`config.mk`:
```
export PLATFORM = sky130hd
export DESIGN_NAME = md5_hash_engine
export DESIGN_NICKNAME = d
export VERILOG_FILES = /design/src/rtl/md5_pkg.sv /design/src/rtl/md5_hash_engine.sv
export SDC_FILE = /design/constraint.sdc
export NUM_CORES = 2
export LEC_CHECK = 0
export BUFFER_PORTS_ARGS = -buffer_cell sky130_fd_sc_hd__buf_4
export CORE_MARGIN = 4
export CORE_UTILIZATION = 55
export CTS_BUF_LIST = sky130_fd_sc_hd__clkbuf_4
export CTS_CLUSTER_SIZE = 8
export DETAILED_ROUTE_END_ITERATION = 6
export PLACE_DENSITY_LB_ADDON = 0.25
export REMOVE_ABC_BUFFERS = 1
export SLEW_MARGIN = 30
export SYNTH_ARGS = -nofsm -noshare
export SYNTH_HDL_FRONTEND = slang
export SYNTH_SLANG_ARGS = --single-unit
```
`constraint.sdc`:
```
create_clock -name clk -period 19.55 [get_ports clk]
set_input_delay 2.9325 -clock clk [delete_from_list [all_inputs] [get_ports clk]]
set_output_delay 2.9325 -clock clk [all_outputs]
set_load 0.05 [all_outputs]
```
`src/rtl/md5_pkg.sv`:
```
// ----------------------------------------------------------------------------
// md5_pkg - shared types and constants for the MD5 hash engine
// Word structs, sequencer states, initial chaining value, padding constants,
// round constants, per-round rotate amounts and a rotate-left helper.
// ----------------------------------------------------------------------------
`default_nettype none

package md5_pkg;

	typedef struct packed {
		logic [7:0] data_byte;
		logic       has_byte;
		logic       end_of_message;
	} in_t;

	typedef struct packed {
		logic [31:0] digest_word;
		logic [1:0]  word_index;
		logic        last_word;
	} out_t;

	typedef enum logic [2:0] {
		ST_IDLE,
		ST_ROUND,
		ST_ADD,
		ST_PAD,
		ST_LEN,
		ST_EMIT
	} state_t;

	localparam logic [31:0] IV_A = 32'h67452301;
	localparam logic [31:0] IV_B = 32'hefcdab89;
	localparam logic [31:0] IV_C = 32'h98badcfe;
	localparam logic [31:0] IV_D = 32'h10325476;

	localparam logic [7:0] PAD_MARK = 8'h80;
	localparam logic [5:0] LEN_POS  = 6'd56;

	localparam logic [31:0] ROUND_K [64] = '{
		32'hd76aa478, 32'he8c7b756, 32'h242070db, 32'hc1bdceee,
		32'hf57c0faf, 32'h4787c62a, 32'ha8304613, 32'hfd469501,
		32'h698098d8, 32'h8b44f7af, 32'hffff5bb1, 32'h895cd7be,
		32'h6b901122, 32'hfd987193, 32'ha679438e, 32'h49b40821,
		32'hf61e2562, 32'hc040b340, 32'h265e5a51, 32'he9b6c7aa,
		32'hd62f105d, 32'h02441453, 32'hd8a1e681, 32'he7d3fbc8,
		32'h21e1cde6, 32'hc33707d6, 32'hf4d50d87, 32'h455a14ed,
		32'ha9e3e905, 32'hfcefa3f8, 32'h676f02d9, 32'h8d2a4c8a,
		32'hfffa3942, 32'h8771f681, 32'h6d9d6122, 32'hfde5380c,
		32'ha4beea44, 32'h4bdecfa9, 32'hf6bb4b60, 32'hbebfbc70,
		32'h289b7ec6, 32'heaa127fa, 32'hd4ef3085, 32'h04881d05,
		32'hd9d4d039, 32'he6db99e5, 32'h1fa27cf8, 32'hc4ac5665,
		32'hf4292244, 32'h432aff97, 32'hab9423a7, 32'hfc93a039,
		32'h655b59c3, 32'h8f0ccc92, 32'hffeff47d, 32'h85845dd1,
		32'h6fa87e4f, 32'hfe2ce6e0, 32'ha3014314, 32'h4e0811a1,
		32'hf7537e82, 32'hbd3af235, 32'h2ad7d2bb, 32'heb86d391
	};

	// rotate amount indexed by {quarter, round[1:0]}
	localparam logic [4:0] ROT_AMT [16] = '{
		5'd7, 5'd12, 5'd17, 5'd22,
		5'd5, 5'd9,  5'd14, 5'd20,
		5'd4, 5'd11, 5'd16, 5'd23,
		5'd6, 5'd10, 5'd15, 5'd21
	};

	function automatic logic [31:0] rotl32(input logic [31:0] v, input logic [4:0] n);
		logic [63:0] dbl;
		dbl = {v, v} << n;
		return dbl[63:32];
	endfunction

endpackage

`default_nettype wire

```
`src/rtl/md5_hash_engine.sv`:
```
// ----------------------------------------------------------------------------
// md5_hash_engine - MD5 digest of a byte stream
// Packs bytes into a 64-byte block, runs the 64-round compression on one
// shared round unit, pads on end of message and emits four digest words.
// ----------------------------------------------------------------------------
//
//  channel | direction | handshake          | word
//  --------+-----------+--------------------+---------------------------------
//  in      | into      | in_valid/in_stall  | in_t : byte, has_byte, end flag
//  out     | out of    | out_valid/out_stall| out_t: digest word, index, last
//
//  A byte word is taken while the sequencer is idle. The word that fills a
//  block starts 64 rounds and one chaining add, all on the single round unit.
//  End of message: padding bytes (up to 64) are written one by one, the
//  padding is closed, the length is written, and the padded tail runs one or
//  two compressions, then four digest words follow.
//  Reset gives the initial chaining value and an empty, zero-length message.
//  in_stall is high whenever the sequencer is not idle; out_stall holds the
//  current digest word and the sequencer with it.
//
`default_nettype none

module md5_hash_engine
	import md5_pkg::*;
(
	input  wire logic clk,
	input  wire logic arst_n,
	input  wire logic in_valid,
	output logic      in_stall,
	input  wire in_t  in_data,
	output logic      out_valid,
	input  wire logic out_stall,
	output out_t      out_data
);

	state_t state_q, state_d;

	// chaining value and message bookkeeping
	logic [31:0] chain_q [4];
	logic [5:0]  pos_q;        // byte position inside the block
	logic [63:0] bits_q;       // message length in bits
	logic [31:0] asm_q;        // partially assembled block word
	logic        pad_pend_q;   // end seen, padding not finished
	logic        pad_first_q;  // 0x80 marker still to be placed
	logic        final_q;      // running compression is the last one
	logic [1:0]  idx_q;        // digest word being shown

	// round unit
	logic [31:0] a_q, b_q, c_q, d_q;
	logic [5:0]  rnd_q;

	// block store, written word-wise as bytes complete a word
	logic [31:0] blk_q [16];

	// sequencer controls
	logic        put_en;
	logic [7:0]  put_val;
	logic        start_round;
	logic        pad_done;

	logic [31:0] new_word;
	logic [31:0] f_val, m_val, sum_val, rot_val;
	logic [3:0]  g_idx;
	logic [3:0]  r4;

	assign pad_done = (pos_q == LEN_POS) && !pad_first_q;

	// ---------------- next state ----------------
	always_comb begin
		state_d = state_q;
		unique case (state_q)
			ST_IDLE: begin
				if (in_valid) begin
					if (in_data.has_byte && pos_q == 6'd63)
						state_d = ST_ROUND;
					else if (in_data.end_of_message)
						state_d = ST_PAD;
				end
			end
			ST_ROUND: begin
				if (rnd_q == 6'd63)
					state_d = ST_ADD;
			end
			ST_ADD: begin
				if (final_q)
					state_d = ST_EMIT;
				else if (pad_pend_q)
					state_d = ST_PAD;
				else
					state_d = ST_IDLE;
			end
			ST_PAD: begin
				if (pad_done)
					state_d = ST_LEN;
				else if (pos_q == 6'd63)
					state_d = ST_ROUND;
			end
			ST_LEN: begin
				state_d = ST_ROUND;
			end
			ST_EMIT: begin
				if (!out_stall && idx_q == 2'd3)
					state_d = ST_IDLE;
			end
			default: state_d = ST_IDLE;
		endcase
	end

	// ---------------- sequencer outputs ----------------
	always_comb begin
		in_stall    = 1'b1;
		out_valid   = 1'b0;
		put_en      = 1'b0;
		put_val     = in_data.data_byte;
		start_round = (state_d == ST_ROUND) && (state_q != ST_ROUND);
		unique case (state_q)
			ST_IDLE: begin
				in_stall = 1'b0;
				put_en   = in_valid && in_data.has_byte;
			end
			ST_PAD: begin
				put_en  = !pad_done;
				put_val = pad_first_q ? PAD_MARK : 8'h00;
			end
			ST_EMIT: begin
				out_valid = 1'b1;
			end
			ST_ROUND, ST_ADD, ST_LEN: begin
			end
			default: begin
			end
		endcase
	end

	assign out_data.digest_word = chain_q[idx_q];
	assign out_data.word_index  = idx_q;
	assign out_data.last_word   = (idx_q == 2'd3);

	// byte lane insert: lane 0 starts a fresh word
	assign new_word = (pos_q[1:0] == 2'd0) ? {24'd0, put_val}
		: (asm_q | ({24'd0, put_val} << {pos_q[1:0], 3'b000}));

	// ---------------- round function ----------------
	assign r4 = rnd_q[3:0];

	always_comb begin
		case (rnd_q[5:4])
			2'd0: begin
				f_val = (b_q & c_q) | (~b_q & d_q);
				g_idx = r4;
			end
			2'd1: begin
				f_val = (d_q & b_q) | (~d_q & c_q);
				g_idx = 4'(r4 * 4'd5 + 4'd1);
			end
			2'd2: begin
				f_val = b_q ^ c_q ^ d_q;
				g_idx = 4'(r4 * 4'd3 + 4'd5);
			end
			default: begin
				f_val = c_q ^ (b_q | ~d_q);
				g_idx = 4'(r4 * 4'd7);
			end
		endcase
	end

	assign m_val   = blk_q[g_idx];
	assign sum_val = a_q + f_val + ROUND_K[rnd_q] + m_val;
	assign rot_val = rotl32(sum_val, ROT_AMT[{rnd_q[5:4], rnd_q[1:0]}]);

	// ---------------- state and control registers ----------------
	always_ff @(posedge clk or negedge arst_n) begin
		if (!arst_n) begin
			state_q     <= ST_IDLE;
			chain_q[0]  <= IV_A;
			chain_q[1]  <= IV_B;
			chain_q[2]  <= IV_C;
			chain_q[3]  <= IV_D;
			pos_q       <= '0;
			bits_q      <= '0;
			pad_pend_q  <= 1'b0;
			pad_first_q <= 1'b0;
			final_q     <= 1'b0;
			idx_q       <= '0;
			rnd_q       <= '0;
		end else begin
			state_q <= state_d;

			if (put_en)
				pos_q <= pos_q + 6'd1;

			if (state_q == ST_IDLE && in_valid) begin
				if (in_data.has_byte)
					bits_q <= bits_q + 64'd8;
				if (in_data.end_of_message) begin
					pad_pend_q  <= 1'b1;
					pad_first_q <= 1'b1;
				end
			end

			if (state_q == ST_PAD && put_en)
				pad_first_q <= 1'b0;

			if (state_q == ST_LEN) begin
				final_q    <= 1'b1;
				pad_pend_q <= 1'b0;
			end

			if (start_round)
				rnd_q <= '0;
			else if (state_q == ST_ROUND)
				rnd_q <= rnd_q + 6'd1;

			if (state_q == ST_ADD) begin
				chain_q[0] <= chain_q[0] + a_q;
				chain_q[1] <= chain_q[1] + b_q;
				chain_q[2] <= chain_q[2] + c_q;
				chain_q[3] <= chain_q[3] + d_q;
				idx_q      <= '0;
			end

			if (state_q == ST_EMIT && !out_stall) begin
				idx_q <= idx_q + 2'd1;
				if (idx_q == 2'd3) begin
					// digest out, back to a fresh message
					chain_q[0] <= IV_A;
					chain_q[1] <= IV_B;
					chain_q[2] <= IV_C;
					chain_q[3] <= IV_D;
					pos_q      <= '0;
					bits_q     <= '0;
					final_q    <= 1'b0;
				end
			end
		end
	end

	// ---------------- datapath registers ----------------
	always_ff @(posedge clk) begin
		if (put_en)
			asm_q <= new_word;

		if (start_round) begin
			a_q <= chain_q[0];
			b_q <= chain_q[1];
			c_q <= chain_q[2];
			d_q <= chain_q[3];
		end else if (state_q == ST_ROUND) begin
			a_q <= d_q;
			d_q <= c_q;
			c_q <= b_q;
			b_q <= b_q + rot_val;
		end
	end

	always_ff @(posedge clk) begin
		if (put_en && pos_q[1:0] == 2'd3)
			blk_q[pos_q[5:2]] <= new_word;
		if (state_q == ST_LEN) begin
			blk_q[14] <= bits_q[31:0];
			blk_q[15] <= bits_q[63:32];
		end
	end

	// ---------------- checks ----------------
	a_no_overlap: assert property (@(posedge clk) disable iff (!arst_n)
		!(out_valid && !in_stall))
		else $error("input taken while digest pending");

	a_rounds_done: assert property (@(posedge clk) disable iff (!arst_n)
		(state_q == ST_ADD) |-> (rnd_q == 6'd0))
		else $error("chaining add before 64 rounds");

	a_len_pos: assert property (@(posedge clk) disable iff (!arst_n)
		(state_q == ST_LEN) |-> (pos_q == LEN_POS && !pad_first_q))
		else $error("length written at wrong block position");

	a_chain_reinit: assert property (@(posedge clk) disable iff (!arst_n)
		(out_valid && !out_stall && out_data.last_word) |=>
		(chain_q[0] == IV_A && pos_q == 6'd0 && bits_q == 64'd0))
		else $error("state not reinitialised after digest");

endmodule

`default_nettype wire
```
[Word-level counts from Yosys, hierarchy flattened]
Memories as Yosys holds them, arrays and structs flattened.
Cells that the tools add are included.
Word-level totals
  memories kept: 3
  register bits after elaboration: 372
  output and inout bits: 37
  bits of input ports: 14
  word-level logic and storage cells: 157
  memory bits (read-only): 2128
  memory bits (writable): 512
Operators by class
  reduce and logical (&&, ||, !) cells: 24
  equal/unequal tests: 14
  shift operators: 2
  $lt $le $gt $ge: 3
  multiplexer cells: 61
  add/subtract/negate cells: 14
  bitwise operators: 16
  multipliers: 3
Memories
  (no name shown): depth 64, bits a word 32, read ports 1, clocked after memory_dff 0, wr ports 0, RTL line md5_hash_engine.sv:168  | assign sum_val = a_q + f_val + ROUND_K[rnd_q] + m_val;
  blk_q: depth 16, bits a word 32, read ports 1, clocked after memory_dff 0, wr ports 2, RTL line md5_hash_engine.sv:53  | logic [31:0] blk_q [16];
  (no name shown): depth 16, bits a word 5, read ports 1, clocked after memory_dff 0, wr ports 0, RTL line md5_hash_engine.sv:169  | assign rot_val = rotl32(sum_val, ROT_AMT[{rnd_q[5:4], rnd_q[1:0]}]);
Operators by type and width (count)
  $mux 32: 14
  $mux 128: 3
  $add 32x32->32: 8
  $mux 64: 4
  $and 32x32->32: 4
  $or 32x32->32: 4
  $pmux 32 s3: 1
  $xor 32x32->32: 3
  $add 64x4->64 const B: 1
  $bmux 32 s2: 1
  $not 32->32: 2
  $shl 64x5->64: 1
  $reduce_or 32->1: 1
  $shl 8x5->32: 1
  $mux 6: 5
  $mux 3: 8
  $eq 6x6->1 const B: 3
  $pmux 3 s6: 1
  $mux 8: 2
  $mux 1: 14
  $add 6x1->6 const B: 2
  $pmux 4 s3: 1
  $reduce_bool 2->1: 6
  $mux 5: 2
  other kinds (25): 45

[Logic depth before layout (Yosys ltp)]
  depth in word-level cells: 11
  gate-level depth with buffers: 45
  mapped depth without buffers: 43

[Least setup slack after synthesis]
OpenSTA, ideal clock, no wires.
  path type: reg-to-reg
  start: register rnd_q[2]
  end: register b_q[30] (data pin)
  cell stages (with the launch flop): 45
  data arrival time: 10.492 ns
  clock period less this slack: 10.751 ns
  library setup time: 0.259 ns
  slack: 8.799 ns
  buffers on the path: 3
  data required time: 19.291 ns
  cells stage by stage: dfrtp_1 -> clkinv_1 -> clkbuf_1 -> fa_1 -> inv_1 -> ha_1 -> xnor2_1 -> xnor2_1 -> mux2_2 -> a22oi_1 -> clkbuf_1 -> clkbuf_1 -> a311oi_1 -> a21oi_1 -> fa_1 -> fa_1 -> ha_1 -> inv_1 -> (+9 left out) -> mux2i_1 -> mux2i_1 -> mux2i_1 -> mux2_2 -> ha_1 -> fa_1 -> a21o_1 -> a21oi_1 -> o211a_1 -> nor4b_1 -> o2111a_1 -> o21ai_0 -> a21boi_0 -> o211ai_1 -> nand3b_1 -> o31ai_1 -> nor4b_1 -> a211o_1
On the way
  cells in the longest elaborated chain, start to end: 10
  elaborated cells on any way between the ends: 22
  classes of those cells: 5 x add/sub; 3 x mul; 2 x eq/ne; 1 x shift; 7 x mux; 1 x bitwise; 1 x reduce/logical; 2 x memory
RTL lines
  from (decl): RTL line md5_hash_engine.sv:50  | logic [5:0] rnd_q;
  from (signal assigned): RTL line md5_hash_engine.sv:212  | rnd_q <= rnd_q + 6'd1;
  branches (longest 9 deep; another with $mem_v2 16x32)
  $mux 32 *: RTL line md5_hash_engine.sv:243  | if (start_round) begin
  to (signal assigned): RTL line md5_hash_engine.sv:245  | b_q <= chain_q[1];
  to (signal assigned): RTL line md5_hash_engine.sv:252  | b_q <= b_q + rot_val;
  to (decl): RTL line md5_hash_engine.sv:49  | logic [31:0] a_q, b_q, c_q, d_q;
Every way passes the cells marked *. The select of a mux whose other input is x is not followed.
A chain may end at the register's enable or synchronous reset.

[Worst setup path in the final report]
  start: register rnd_q[4]
  end: register b_q[30] (data pin)
On the way
  cells in the longest elaborated chain, start to end: 10
  elaborated cells on any way between the ends: 26
  classes of those cells: 4 x add/sub; 4 x eq/ne; 1 x shift; 10 x mux; 2 x bitwise; 2 x reduce/logical; 3 x memory
RTL lines (RTL line)
  branches (longest 9 deep; another with $add 32x32->32)
  $mux 32 *: md5_hash_engine.sv:243
Marked as above.

==> results.sh <==
export IMPL_vias=43300
export IMPL_syn_inst=5250
export IMPL_die_width_um=323
export IMPL_end_kind="flip-flop"
export IMPL_grt_max_degree=161
export IMPL_syn_area_um2=54600
export IMPL_drc=17
export IMPL_synth_warnings=0
export IMPL_post_cts_repair_setup_buffers=0
export IMPL_io_pins=51
export IMPL_numClockSinks=881
export IMPL_dieHeight_um=323
export IMPL_wirelength_um=167000
export IMPL_status="finished, violations left"
export IMPL_antenna_found_initial=6
export IMPL_synth_edf_count=672
export IMPL_n_fill_cell=8263
export IMPL_fin_skew_ns=0.131
export IMPL_synthFlopType="edfxtp_1"
export IMPL_area_delta_synth_final_pct=8.88
export IMPL_worstSetupPathType="flip-flop to flip-flop"
export IMPL_post_route_util=0.604
export IMPL_cpMostUsedCell="a21oi_1"
export IMPL_synth_avg_cell_area_um2=10.4
export IMPL_critPathArrivalTime_ns=13.18
export IMPL_slew_headroom=0.319
export IMPL_root_buffer="clkbuf_4"
export IMPL_clockBufferDepth=3
export IMPL_hold_worst_slack_ns=0.498
export IMPL_cts_max_level=4
export IMPL_layout_nets=5609
export IMPL_gr_total_overflow=0
export IMPL_path_max_fanout=75
export IMPL_setup_viol=0
export IMPL_worstPathRequired_ns=20.46
export IMPL_rsz0062_at_grt="no"
export IMPL_cts_buffers_inserted=226
export IMPL_critPathSlowestCell="buf_4"
export IMPL_grt_pass1_wl_um=252000
export IMPL_slew_viol_final=0
export IMPL_cts_resized=0
export IMPL_slowest_delay_ns=0.84
export IMPL_grt_pass1_vias=41300
export IMPL_r2r_cells=41
export IMPL_start_util=0.554
export IMPL_ctsHoldBuffers=0
export IMPL_min_path_cells=1
export IMPL_multi_input_area_um2=27600
export IMPL_finalCritPeriodShare=0.628
export IMPL_routedWlPerCell_um=24.6
export IMPL_seq_area_frac_synth=0.467
export IMPL_detailed_place_hpwl_um=114000
export IMPL_synth_distinct_cells=88
export IMPL_hold_path_class="flip-flop to flip-flop"
export IMPL_finalHoldViolCount=0
export IMPL_gp_congestion=0.982
export IMPL_layout_drive_gt1_share=0.145
export IMPL_crit_path_start_kind="flip-flop"
export IMPL_ff_latch_area_um2=25500
export IMPL_clk_pin_slew_ns=0.07
export IMPL_synth_seq_cells=881
export IMPL_violations="DRC"
export IMPL_portBuffers=50
export IMPL_min_period_ns=12.27
export IMPL_ant_nets=0
export IMPL_tightest_slew_ns=1.01
export IMPL_viasPerCell=6.37
export IMPL_first_iter_violations=4668
export IMPL_first_pass_iters=7
export IMPL_cts_tree="done"
export IMPL_clock_latency_ns=1.24
export IMPL_synthArstFlopShare=0.237
export IMPL_fp_row_count=115
export IMPL_grt_usage=0.317
export IMPL_core_um2=98400
export IMPL_clock_fmax_ghz=0.0815
export IMPL_drv_cap=0
export IMPL_die_area_um2=104000
## layer usage
layer	up-vias	track usage	routed length [um]
met5	-	0	20
met4	4	0.156	8510
met1	21100	0.429	68900
met3	426	0.0581	13200
met2	1939	0.497	76700
li1	19800	-	-
## worst paths after layout
check / endpoint / slack [ns] / startpoint
worst max-delay path: b_q[30]$_DFFE_PP_ / 7.28 / rnd_q[4]$_DFFE_PN0P_
worst min-delay path: chain_q[127]$_DFF_PN0_ / 0.50 / chain_q[127]$_DFF_PN0_
worst max register to register: b_q[30]$_DFFE_PP_ / 7.28 / rnd_q[4]$_DFFE_PN0P_
worst min register to register: chain_q[127]$_DFF_PN0_ / 0.50 / chain_q[127]$_DFF_PN0_
max in group asynchronous: rnd_q[5]$_DFFE_PN0P_ / 16.38 / arst_n
min in group asynchronous: chain_q[100]$_DFF_PN0_ / 1.76 / arst_n
## state kept, by name, summed over array words and instances (netlist names), 6 cells and up
signal	cells
chain_q	128
pos_q	6
asm_q	32
a_q	32
rnd_q	6
b_q	32
c_q	32
d_q	32
bits_q	61
blk_q	512
## Yosys cell counts, types with 72 or more instances
master      n  area (um^2)
fa_1       72         1440
mux2_2    113         1270
a21oi_1   472         2360
nor2_1    346         1300
nor2b_1   112          701
nand3_1    81          405
nor3_1    156          781
inv_1     167          627
a21o_1    141         1060
xor2_1    148         1300
o21ai_0   280         1400
xnor2_1   103          902
mux2i_1   234         2340
a31oi_1    81          507
edfxtp_1  672        20200
nand2_1   519         1950
dfrtp_1   145         3630
a211oi_1  198         1490
clkbuf_1  242          908
ha_1      224         2800
## cells by family (layout without fill, tap and decap cells)
group	after synthesis	count (layout)	synth area share
AOI/OAI and AO/OA	1504	1504	0.174
and+or+nand+nor	1447	1447	0.123
DFF	881	881	0.467
buffers and inverters	478	722	0.0331
muxes	391	391	0.0842
adders and majority gates	297	297	0.0780
xor gates and xnor gates	252	252	0.0406
other	0	8	0
## critical path: cells and delay by family, from the launching register on
| family | cells | cell delay [ns] |
|---|---|---|
| AO/OA/AOI/OAI | 19 | 4.50 |
| buffers and inverters | 5 | 2.40 |
| adder cells (fa/ha/maj) | 5 | 2.05 |
| multiplexers | 5 | 1.11 |
| flip-flops | 1 | 0.71 |
| AND/OR/NAND/NOR | 5 | 0.62 |
| XOR/XNOR | 2 | 0.56 |
## layout by cell type (no fill, tap or decap), types with 151 or more instances in the layout
cell type | synthesis | final
a211oi_1 | 198 | 198
a21oi_1 | 472 | 471
clkbuf_4 | 0 | 342
edfxtp_1 | 672 | 672
ha_1 | 224 | 223
inv_1 | 167 | 166
mux2i_1 | 234 | 234
nand2_1 | 519 | 519
nor2_1 | 346 | 322
nor3_1 | 156 | 151
o21ai_0 | 280 | 277
## per-stage QoR
| step | setup TNS (ns) | std cells | cell area [um^2] | worst slack, ns |
|---|---|---|---|---|
| after floorplan | -492.12 | 4943 | 53400 | -4.52 |
| after CTS | 0 | 6780 | 59300 | 7.34 |
| after detailed placement | 0 | 6357 | 56300 | 7.35 |
| final | 0 | 6789 | 59400 | 7.28 |
| after global placement | 0 | 6357 | 56300 | 7.61 |
| after global routing | 0 | 6788 | 59400 | 6.46 |
## final cells by class
type / instances / area share
Antenna cell: 8 / 0.000337
Clock buffer: 342 / 0.0432
Clock inverter: 81 / 0.00756
Inverter: 171 / 0.0109
Multi-Input combinational cell: 3891 / 0.464
Sequential cell: 881 / 0.429
Tap cell: 1287 / 0.0271
Timing Repair Buffer: 128 / 0.0174
Power is left out: the tool's default activity adds up to more than one toggle a clock period on the data nets, which glitch-free logic cannot reach.
